## config.mk

```make
export PLATFORM = sky130hd
export DESIGN_NAME = sm3_hash_stream_top
export DESIGN_NICKNAME = d
export VERILOG_FILES = /design/src/rtl/sm3hs_pkg.sv /design/src/rtl/sm3hs_compress.sv /design/src/rtl/sm3_hash_stream_top.sv
export SDC_FILE = /design/constraint.sdc
export NUM_CORES = 2
export LEC_CHECK = 0
export ABC_AREA = 0
export BUFFER_PORTS_ARGS = -buffer_cell sky130_fd_sc_hd__buf_2
export CAP_MARGIN = 15
export CORE_MARGIN = 3
export CORE_UTILIZATION = 64
export DETAILED_ROUTE_END_ITERATION = 10
export HOLD_SLACK_MARGIN = 0.1
export PLACE_DENSITY = 0.84
export SYNTH_ARGS = -nofsm -noshare
export SYNTH_HDL_FRONTEND = slang
export SYNTH_SLANG_ARGS = --single-unit
```

## constraint.sdc

```tcl
create_clock -name clk -period 12.7 [get_ports clk]
set_input_delay 1.905 -clock clk [delete_from_list [all_inputs] [get_ports clk]]
set_output_delay 1.905 -clock clk [all_outputs]
set_load 0.01 [all_outputs]
```

## src/rtl/sm3hs_pkg.sv

```systemverilog
`default_nettype none

package sm3hs_pkg;

  localparam int unsigned WORDS   = 8;
  localparam int unsigned WIN_LEN = 16;

  localparam logic [31:0] T_LOW  = 32'h79cc4519;
  localparam logic [31:0] T_HIGH = 32'h7a879d8a;
  localparam logic [7:0]  PAD_BYTE = 8'h80;

  localparam logic [31:0] SM3_IV [WORDS] = '{
    32'h7380166f, 32'h4914b2b9, 32'h172442d7, 32'hda8a0600,
    32'ha96f30bc, 32'h163138aa, 32'he38dee4d, 32'hb0fb0e4e
  };

  // commands from the sequencer to the compression unit
  typedef struct packed {
    logic       shift_en;   // shift one byte into the message window
    logic [7:0] shift_byte;
    logic       start;      // begin 64 rounds on the current window
    logic       init_iv;    // reload the chaining value with the IV
  } sm3hs_cmd_t;

  function automatic logic [31:0] rol32(input logic [31:0] x, input int unsigned n);
    rol32 = (x << n) | (x >> (32 - n));
  endfunction

  function automatic logic [31:0] perm0(input logic [31:0] x);
    perm0 = x ^ rol32(x, 9) ^ rol32(x, 17);
  endfunction

  function automatic logic [31:0] perm1(input logic [31:0] x);
    perm1 = x ^ rol32(x, 15) ^ rol32(x, 23);
  endfunction

endpackage

`default_nettype wire

```

## src/rtl/sm3hs_compress.sv

```systemverilog
`default_nettype none

module sm3hs_compress (
  input  wire logic                    clk,
  input  wire logic                    rst_n,
  input  wire sm3hs_pkg::sm3hs_cmd_t   cmd,
  input  wire logic [2:0]              rd_idx,
  output logic [31:0]                  rd_word,
  output logic                         busy
);
  import sm3hs_pkg::*;

  logic [31:0] win_r  [WIN_LEN];
  logic [31:0] win_nxt[WIN_LEN];
  logic [31:0] st_r   [WORDS];
  logic [31:0] st_nxt [WORDS];
  logic [31:0] rnd_out[WORDS];
  logic [31:0] cv_r   [WORDS];
  logic [31:0] cv_nxt [WORDS];
  logic [31:0] tj_r, tj_nxt;
  logic [5:0]  rnd_r, rnd_nxt;
  logic        busy_r, busy_nxt;

  logic [31:0] w_new, a12, ss1, ss2, ff, gg, tt1, tt2;
  logic        early;

  assign busy    = busy_r;
  assign rd_word = cv_r[rd_idx];
  assign early   = (rnd_r[5:4] == 2'b00);

  // expansion: window holds W[j..j+15], this yields W[j+16]
  assign w_new = perm1(win_r[0] ^ win_r[7] ^ rol32(win_r[13], 15))
               ^ rol32(win_r[3], 7) ^ win_r[10];

  always_comb begin
    a12 = rol32(st_r[0], 12);
    ss1 = rol32(a12 + st_r[4] + tj_r, 7);
    ss2 = ss1 ^ a12;
    if (early) begin
      ff = st_r[0] ^ st_r[1] ^ st_r[2];
      gg = st_r[4] ^ st_r[5] ^ st_r[6];
    end else begin
      ff = (st_r[0] & st_r[1]) | (st_r[0] & st_r[2]) | (st_r[1] & st_r[2]);
      gg = (st_r[4] & st_r[5]) | (~st_r[4] & st_r[6]);
    end
    tt1 = ff + st_r[3] + ss2 + (win_r[0] ^ win_r[4]);
    tt2 = gg + st_r[7] + ss1 + win_r[0];
    rnd_out[0] = tt1;
    rnd_out[1] = st_r[0];
    rnd_out[2] = rol32(st_r[1], 9);
    rnd_out[3] = st_r[2];
    rnd_out[4] = perm0(tt2);
    rnd_out[5] = st_r[4];
    rnd_out[6] = rol32(st_r[5], 19);
    rnd_out[7] = st_r[6];
  end

  always_comb begin
    win_nxt = win_r;
    if (cmd.shift_en) begin
      for (int i = 0; i < WIN_LEN - 1; i++) begin
        win_nxt[i] = {win_r[i][23:0], win_r[i+1][31:24]};
      end
      win_nxt[WIN_LEN-1] = {win_r[WIN_LEN-1][23:0], cmd.shift_byte};
    end else if (busy_r) begin
      for (int i = 0; i < WIN_LEN - 1; i++) begin
        win_nxt[i] = win_r[i+1];
      end
      win_nxt[WIN_LEN-1] = w_new;
    end
  end

  always_comb begin
    st_nxt   = st_r;
    cv_nxt   = cv_r;
    tj_nxt   = tj_r;
    rnd_nxt  = rnd_r;
    busy_nxt = busy_r;
    if (cmd.init_iv) begin
      cv_nxt = SM3_IV;
    end
    if (cmd.start) begin
      st_nxt   = cv_r;
      tj_nxt   = T_LOW;
      rnd_nxt  = '0;
      busy_nxt = 1'b1;
    end else if (busy_r) begin
      st_nxt  = rnd_out;
      // rotated round constant, T_HIGH takes over at round 16 pre-rotated
      tj_nxt  = (rnd_r == 6'd15) ? rol32(T_HIGH, 16) : rol32(tj_r, 1);
      rnd_nxt = rnd_r + 6'd1;
      if (rnd_r == 6'd63) begin
        busy_nxt = 1'b0;
        for (int i = 0; i < WORDS; i++) begin
          cv_nxt[i] = cv_r[i] ^ rnd_out[i];
        end
      end
    end
  end

  always_ff @(posedge clk) begin
    win_r <= win_nxt;
    st_r  <= st_nxt;
    tj_r  <= tj_nxt;
    rnd_r <= rnd_nxt;
    if (!rst_n) begin
      busy_r <= 1'b0;
      cv_r   <= SM3_IV;
    end else begin
      busy_r <= busy_nxt;
      cv_r   <= cv_nxt;
    end
  end

  a_no_start_busy: assert property (@(posedge clk) disable iff (!rst_n)
    cmd.start |-> !busy_r)
    else $error("compression started while busy");

  a_no_shift_busy: assert property (@(posedge clk) disable iff (!rst_n)
    busy_r |-> !cmd.shift_en && !cmd.init_iv)
    else $error("window or chain touched during rounds");

  a_full_rounds: assert property (@(posedge clk) disable iff (!rst_n)
    $fell(busy_r) |-> $past(rnd_r) == 6'd63)
    else $error("compression ended before round 63");

endmodule

`default_nettype wire

```

## src/rtl/sm3_hash_stream_top.sv

```systemverilog
// Flow: a message or no-op beat is accepted in ST_IDLE; the 64th byte of a block
// also starts 64 rounds on the shared unit, with input held off until they end.
// The closing beat is followed by the padding bytes (0x80, zeros, length), one
// turn state before the length, one or two compressions, then eight digest
// beats one per cycle while out_tready holds, the first after the last rounds.
// Reset (rst_n low, synchronous): chaining value back to the IV, byte and
// length counters cleared, no pending results.
`default_nettype none

module sm3_hash_stream_top (
  input  wire logic        clk,
  input  wire logic        rst_n,
  input  wire logic        in_tvalid,
  output logic             in_tready,
  input  wire logic [7:0]  in_tdata,   // [7:0] data_byte
  input  wire logic [0:0]  in_tuser,   // [0] has_byte
  input  wire logic        in_tlast,   // last
  output logic             out_tvalid,
  input  wire logic        out_tready,
  output logic [31:0]      out_tdata,  // [31:0] digest_word
  output logic [2:0]       out_tuser,  // [2:0] word_index
  output logic             out_tlast   // last_word
);
  import sm3hs_pkg::*;

  typedef enum logic [2:0] {
    ST_IDLE, ST_COMP, ST_PAD80, ST_ZERO, ST_LEN, ST_OUT
  } state_t;

  state_t      state_r, state_nxt, ret_r, ret_nxt;
  logic [5:0]  fill_r, fill_nxt;
  logic [63:0] msg_r, msg_nxt;
  logic [63:0] len_r, len_nxt;
  logic [2:0]  widx_r, widx_nxt;
  logic        ovalid_r, ovalid_nxt;
  logic [31:0] oword_r, oword_nxt;
  logic [2:0]  oidx_r, oidx_nxt;
  logic        olast_r, olast_nxt;

  sm3hs_cmd_t  cmd;
  logic [31:0] rd_word;
  logic        busy;
  logic        in_acc, out_acc;

  sm3hs_compress u_comp (
    .clk     (clk),
    .rst_n   (rst_n),
    .cmd     (cmd),
    .rd_idx  (widx_r),
    .rd_word (rd_word),
    .busy    (busy)
  );

  assign in_tready  = (state_r == ST_IDLE);
  assign in_acc     = in_tvalid && in_tready;
  assign out_acc    = ovalid_r && out_tready;
  assign out_tvalid = ovalid_r;
  assign out_tdata  = oword_r;
  assign out_tuser  = oidx_r;
  assign out_tlast  = olast_r;

  always_comb begin
    state_nxt  = state_r;
    ret_nxt    = ret_r;
    fill_nxt   = fill_r;
    msg_nxt    = msg_r;
    len_nxt    = len_r;
    widx_nxt   = widx_r;
    ovalid_nxt = ovalid_r;
    oword_nxt  = oword_r;
    oidx_nxt   = oidx_r;
    olast_nxt  = olast_r;
    cmd        = '0;
    if (out_acc) begin
      ovalid_nxt = 1'b0;
    end
    unique case (state_r)
      ST_IDLE: begin
        if (in_acc) begin
          if (in_tuser[0]) begin
            cmd.shift_en   = 1'b1;
            cmd.shift_byte = in_tdata;
            fill_nxt       = fill_r + 6'd1;
            msg_nxt        = msg_r + 64'd1;
            if (fill_r == 6'd63) begin
              cmd.start = 1'b1;
              state_nxt = ST_COMP;
              ret_nxt   = in_tlast ? ST_PAD80 : ST_IDLE;
            end else if (in_tlast) begin
              state_nxt = ST_PAD80;
            end
          end else if (in_tlast) begin
            state_nxt = ST_PAD80;
          end
        end
      end
      ST_COMP: begin
        if (!busy) begin
          state_nxt = ret_r;
        end
      end
      ST_PAD80: begin
        cmd.shift_en   = 1'b1;
        cmd.shift_byte = PAD_BYTE;
        fill_nxt       = fill_r + 6'd1;
        len_nxt        = {msg_r[60:0], 3'b000};
        if (fill_r == 6'd63) begin
          cmd.start = 1'b1;
          state_nxt = ST_COMP;
          ret_nxt   = ST_ZERO;
        end else begin
          state_nxt = ST_ZERO;
        end
      end
      ST_ZERO: begin
        // zeros up to the length field; past it, finish the block first
        if (fill_r == 6'd56) begin
          state_nxt = ST_LEN;
        end else begin
          cmd.shift_en   = 1'b1;
          cmd.shift_byte = 8'h00;
          fill_nxt       = fill_r + 6'd1;
          if (fill_r == 6'd63) begin
            cmd.start = 1'b1;
            state_nxt = ST_COMP;
            ret_nxt   = ST_ZERO;
          end
        end
      end
      ST_LEN: begin
        cmd.shift_en   = 1'b1;
        cmd.shift_byte = len_r[63:56];
        len_nxt        = {len_r[55:0], 8'h00};
        fill_nxt       = fill_r + 6'd1;
        if (fill_r == 6'd63) begin
          cmd.start = 1'b1;
          state_nxt = ST_COMP;
          ret_nxt   = ST_OUT;
        end
      end
      ST_OUT: begin
        if (!ovalid_r || out_tready) begin
          ovalid_nxt = 1'b1;
          oword_nxt  = rd_word;
          oidx_nxt   = widx_r;
          olast_nxt  = (widx_r == 3'd7);
          widx_nxt   = widx_r + 3'd1;
          if (widx_r == 3'd7) begin
            cmd.init_iv = 1'b1;
            msg_nxt     = '0;
            state_nxt   = ST_IDLE;
          end
        end
      end
      default: state_nxt = ST_IDLE;
    endcase
  end

  always_ff @(posedge clk) begin
    len_r   <= len_nxt;
    oword_r <= oword_nxt;
    oidx_r  <= oidx_nxt;
    olast_r <= olast_nxt;
    if (!rst_n) begin
      state_r  <= ST_IDLE;
      ret_r    <= ST_IDLE;
      fill_r   <= '0;
      msg_r    <= '0;
      widx_r   <= '0;
      ovalid_r <= 1'b0;
    end else begin
      state_r  <= state_nxt;
      ret_r    <= ret_nxt;
      fill_r   <= fill_nxt;
      msg_r    <= msg_nxt;
      widx_r   <= widx_nxt;
      ovalid_r <= ovalid_nxt;
    end
  end

  a_len_aligned: assert property (@(posedge clk) disable iff (!rst_n)
    (state_r == ST_LEN) |-> fill_r[5:3] == 3'b111)
    else $error("length field not at the block tail");

  a_out_order: assert property (@(posedge clk) disable iff (!rst_n)
    out_acc && !out_tlast && (state_r == ST_OUT) |=> ovalid_r)
    else $error("digest beats not back to back");

  a_digest_block_end: assert property (@(posedge clk) disable iff (!rst_n)
    (state_r == ST_OUT) |-> fill_r == 6'd0 && !busy)
    else $error("digest read with a partial block or running rounds");

endmodule

`default_nettype wire
```

==> results.sh <==
export IMPL_seq_area_frac_synth_pct=50.6
export IMPL_num_nets_final=6224
export IMPL_cts_tree="built"
export IMPL_cts_root_buf="clkbuf_16"
export IMPL_grt_max_degree=212
export IMPL_finalHoldViolCount=0
export IMPL_setup_tns_ps=0
export IMPL_synth_seq_cells=1237
export IMPL_initial_core_util_pct=64.7
export IMPL_wire_per_inst_um=25.7
export IMPL_clock_sinks=1237
export IMPL_synthArstFlopShare_pct=0
export IMPL_min_from="msg_r[60]$_SDFFE_PN0P_"
export IMPL_swShare_pct=34.1
export IMPL_rr_worst_depth=31
export IMPL_grt_pass1_vias=45603
export IMPL_clk_pin_slew_ps=60
export IMPL_grt_pass1_wl_um=283000
export IMPL_die_width_um=327
export IMPL_drive_gt1_share_pct=15.2
export IMPL_skew_ps=35.2
export IMPL_syn_to_final_growth_pct=8.71
export IMPL_endpoint_kind="flip-flop"
export IMPL_min_to="msg_r[60]$_SDFFE_PN0P_"
export IMPL_hpwl_um=132000
export IMPL_crit_required_ps=13360
export IMPL_first_iter_violations=6059
export IMPL_cp_max_fo=5
export IMPL_crit_path_start_kind="flip-flop"
export IMPL_track_usage_pct=35.4
export IMPL_htreeDepth=4
export IMPL_cts_hold_buf=0
export IMPL_dieHeight_um=327
export IMPL_whs_path_depth=2
export IMPL_insertion_delay_ps=760
export IMPL_slowest_delay_ps=640
export IMPL_max_freq_ghz=0.113
export IMPL_fillers=7008
export IMPL_place_congestion=1.01
export IMPL_antenna_found_initial=22
export IMPL_cpMaxStageDelayCell="a2111oi_0"
export IMPL_synth_main_ff_cell="edfxtp_1"
export IMPL_routed_wirelength_um=191000
export IMPL_internal_power_mw=9.38
export IMPL_fin_crit_ps=8860
export IMPL_worst_pin_slew_ps=1320
export IMPL_r2r_end="u_comp.cv_r[252]$_SDFF_PN1_"
export IMPL_p_leak_nw=26.9
export IMPL_ios=52
export IMPL_grt_overflow=0
export IMPL_yosysWarnings=0
export IMPL_status="finished, final reports clean"
export IMPL_drc=0
export IMPL_syn_cell_area_um2=66100
export IMPL_die_area_um2=107000
export IMPL_p_switching_mw=4.86
export IMPL_core_area_um2=102000
export IMPL_cts_setup_buffers=0
export IMPL_cts_repair_resized=0
export IMPL_r2r_start="u_comp.rnd_out[65]$_DFFE_PP_"
export IMPL_slew_headroom_pct=12.0
export IMPL_synth_cell_types=76
export IMPL_slew_viol_final=0
export IMPL_drv_cap=0
export IMPL_pre_cts_ws_ps=4080
export IMPL_setup_viol=0
export IMPL_vias_per_cell=6.38
export IMPL_synthesis_nets=6289
export IMPL_drtAntennaViolNets=0
export IMPL_reg2reg_slack_ps=3840
export IMPL_critPathArrivalTime_ps=9520
export IMPL_worst_slack_ps=3840
export IMPL_dr_pass1_iters=6
export IMPL_cts_buffers=133
export IMPL_path_class="reg -> reg"
export IMPL_cts_path_max_buffers=3
export IMPL_power_frac_comb_pct=34.3
export IMPL_rsz0062_at_grt="no"
export IMPL_p_seq_share_pct=38.1
export IMPL_synth_edf_count=865
export IMPL_num_rows=117
export IMPL_period_share_pct=69.8
export IMPL_p_clk_share_pct=27.6
export IMPL_hold_class="reg -> reg"
export IMPL_avgSynthCellArea_um2=11.0
export IMPL_vdd_drop_max_mv=0.141
export IMPL_synth_cells=5989
export IMPL_port_buffers=51
export IMPL_p_per_area_nw_per_um2=198
export IMPL_vias=47245
==> area by class of cell <==
cell class                 instances  area (um2)  area share (%)
antenna                            4        10.0          0.0139
timing repair buffer              96         658           0.917
sequential                      1237       33400            46.6
clock inverter                    70         686           0.955
multi-input combinational       4257       30900            43.0
inverter                         199         747            1.04
tap                             1368        1710            2.38
clock buffer                     176        3710            5.16
==> power groups by stage <==
| stage | clock network, mW | logic [mW] | registers [mW] |
|---|---|---|---|
| 2_1_floorplan | 0 | 3.51 | 5.40 |
| 3_3_place_gp | 0 | 4.59 | 5.47 |
| 3_5_place_dp | 0 | 4.73 | 5.50 |
| 4_1_cts | 3.96 | 4.79 | 5.42 |
| 5_1_grt | 4.11 | 5.23 | 5.47 |
| 6_report | 3.93 | 4.88 | 5.43 |
==> registers in the layout, indices dropped and copies added, names as in the netlist <==
name and count:
msg_r 61, u_comp.st_r 128, out_tlast 1, u_comp.win_r 512, out_tuser 3, u_comp.busy 1
state_r 3, u_comp.rnd_r 6, out_tvalid 1, ret_r 3, widx_r 3, u_comp.rnd_out 128
u_comp.tj_r 32, u_comp.cv_r 256, out_tdata 32, fill_r 6, len_r 61
==> metrics by stage <==
step | instance area [um2] | std cells | hold WS (ps) | total power, mW | utilization (%)
2_1_floorplan | 66100 | 5989 | 435 | 8.91 | -
3_3_place_gp | 67400 | 7156 | 469 | 10.1 | 66.1
3_5_place_dp | 67400 | 7156 | 487 | 10.2 | 66.1
4_1_cts | 71800 | 7402 | 495 | 14.2 | 70.4
5_1_grt | 71800 | 7403 | 520 | 14.8 | 70.4
6_report | 71800 | 7407 | 496 | 14.2 | 70.4
==> layout by cell type (no fill, tap or decap), drive strengths merged, types with 64 or more instances in the layout <==
| master | n |
|---|---|
| mux2 | 525 |
| nand2 | 1123 |
| clkbuf | 176 |
| xor2 | 192 |
| ha | 98 |
| and3 | 84 |
| fa | 188 |
| buf | 96 |
| edfxtp | 865 |
| mux4 | 64 |
| a21oi | 237 |
| nand3 | 98 |
| inv | 205 |
| xnor2 | 341 |
| dfxtp | 372 |
| nor2 | 363 |
| o21ai | 375 |
==> Yosys cell counts (all sizes together) (84+ instances only) <==
master / instances / share of area, %
nand2: 1123 / 6.4
edfxtp: 865 / 39
mux2: 525 / 8.9
o21ai: 375 / 2.8
dfxtp: 372 / 11
nor2: 363 / 2.1
xnor2: 341 / 4.5
clkbuf: 261 / 1.5
a21oi: 237 / 1.8
inv: 198 / 1.1
xor2: 192 / 2.5
fa: 188 / 5.7
ha: 98 / 1.9
nand3: 98 / 0.75
and3: 84 / 0.80
==> routing by layer <==
layer | global-route usage [%] | share of wire (%) | vias up
met4 | 22.3 | 7.4 | 14
met2 | 54.3 | 45 | 2762
met3 | 7.90 | 10 | 602
li1 | - | - | 20777
met1 | 46.1 | 37 | 23090
met5 | 0 | 0.048 | -
==> logic make-up (layout without fill, tap and decap cells) <==
group,count (synthesis),after routing,share of synthesized area (%)
AOI/OAI and AO/OA,862,862,7.51
xor gates and xnor gates,536,536,7.18
adders and majority gates,286,286,7.55
buffers and inverters,495,541,2.84
DFF,1237,1237,50.6
muxes,624,624,11.7
other,0,4,0
and+or+nand+nor,1949,1949,12.6
==> worst max path at each step <==
stage	startpoint	to	cells past startpoint
global route	u_comp.rnd_out[213]$_DFFE_PP_	u_comp.cv_r[122]$_SDFF_PN0_	32
global placement	u_comp.rnd_out[213]$_DFFE_PP_	u_comp.cv_r[122]$_SDFF_PN0_	32
detailed placement	u_comp.rnd_out[213]$_DFFE_PP_	u_comp.cv_r[122]$_SDFF_PN0_	32
finish	u_comp.rnd_out[65]$_DFFE_PP_	u_comp.cv_r[252]$_SDFF_PN1_	31
floorplan	in_tvalid	u_comp.win_r[0]$_DFFE_PP_	6
CTS	u_comp.rnd_out[213]$_DFFE_PP_	u_comp.cv_r[252]$_SDFF_PN1_	31
==> worst max-delay path: cells and delay by family, from the launching register on <==
kind | cells | cell delay [ps]
xor+xnor | 2 | 590
buf+inv | 3 | 340
flops | 1 | 420
simple gates | 6 | 1020
fa+ha+maj | 6 | 2200
compound gates | 14 | 4190
Power figures use the tool's default switching activity.
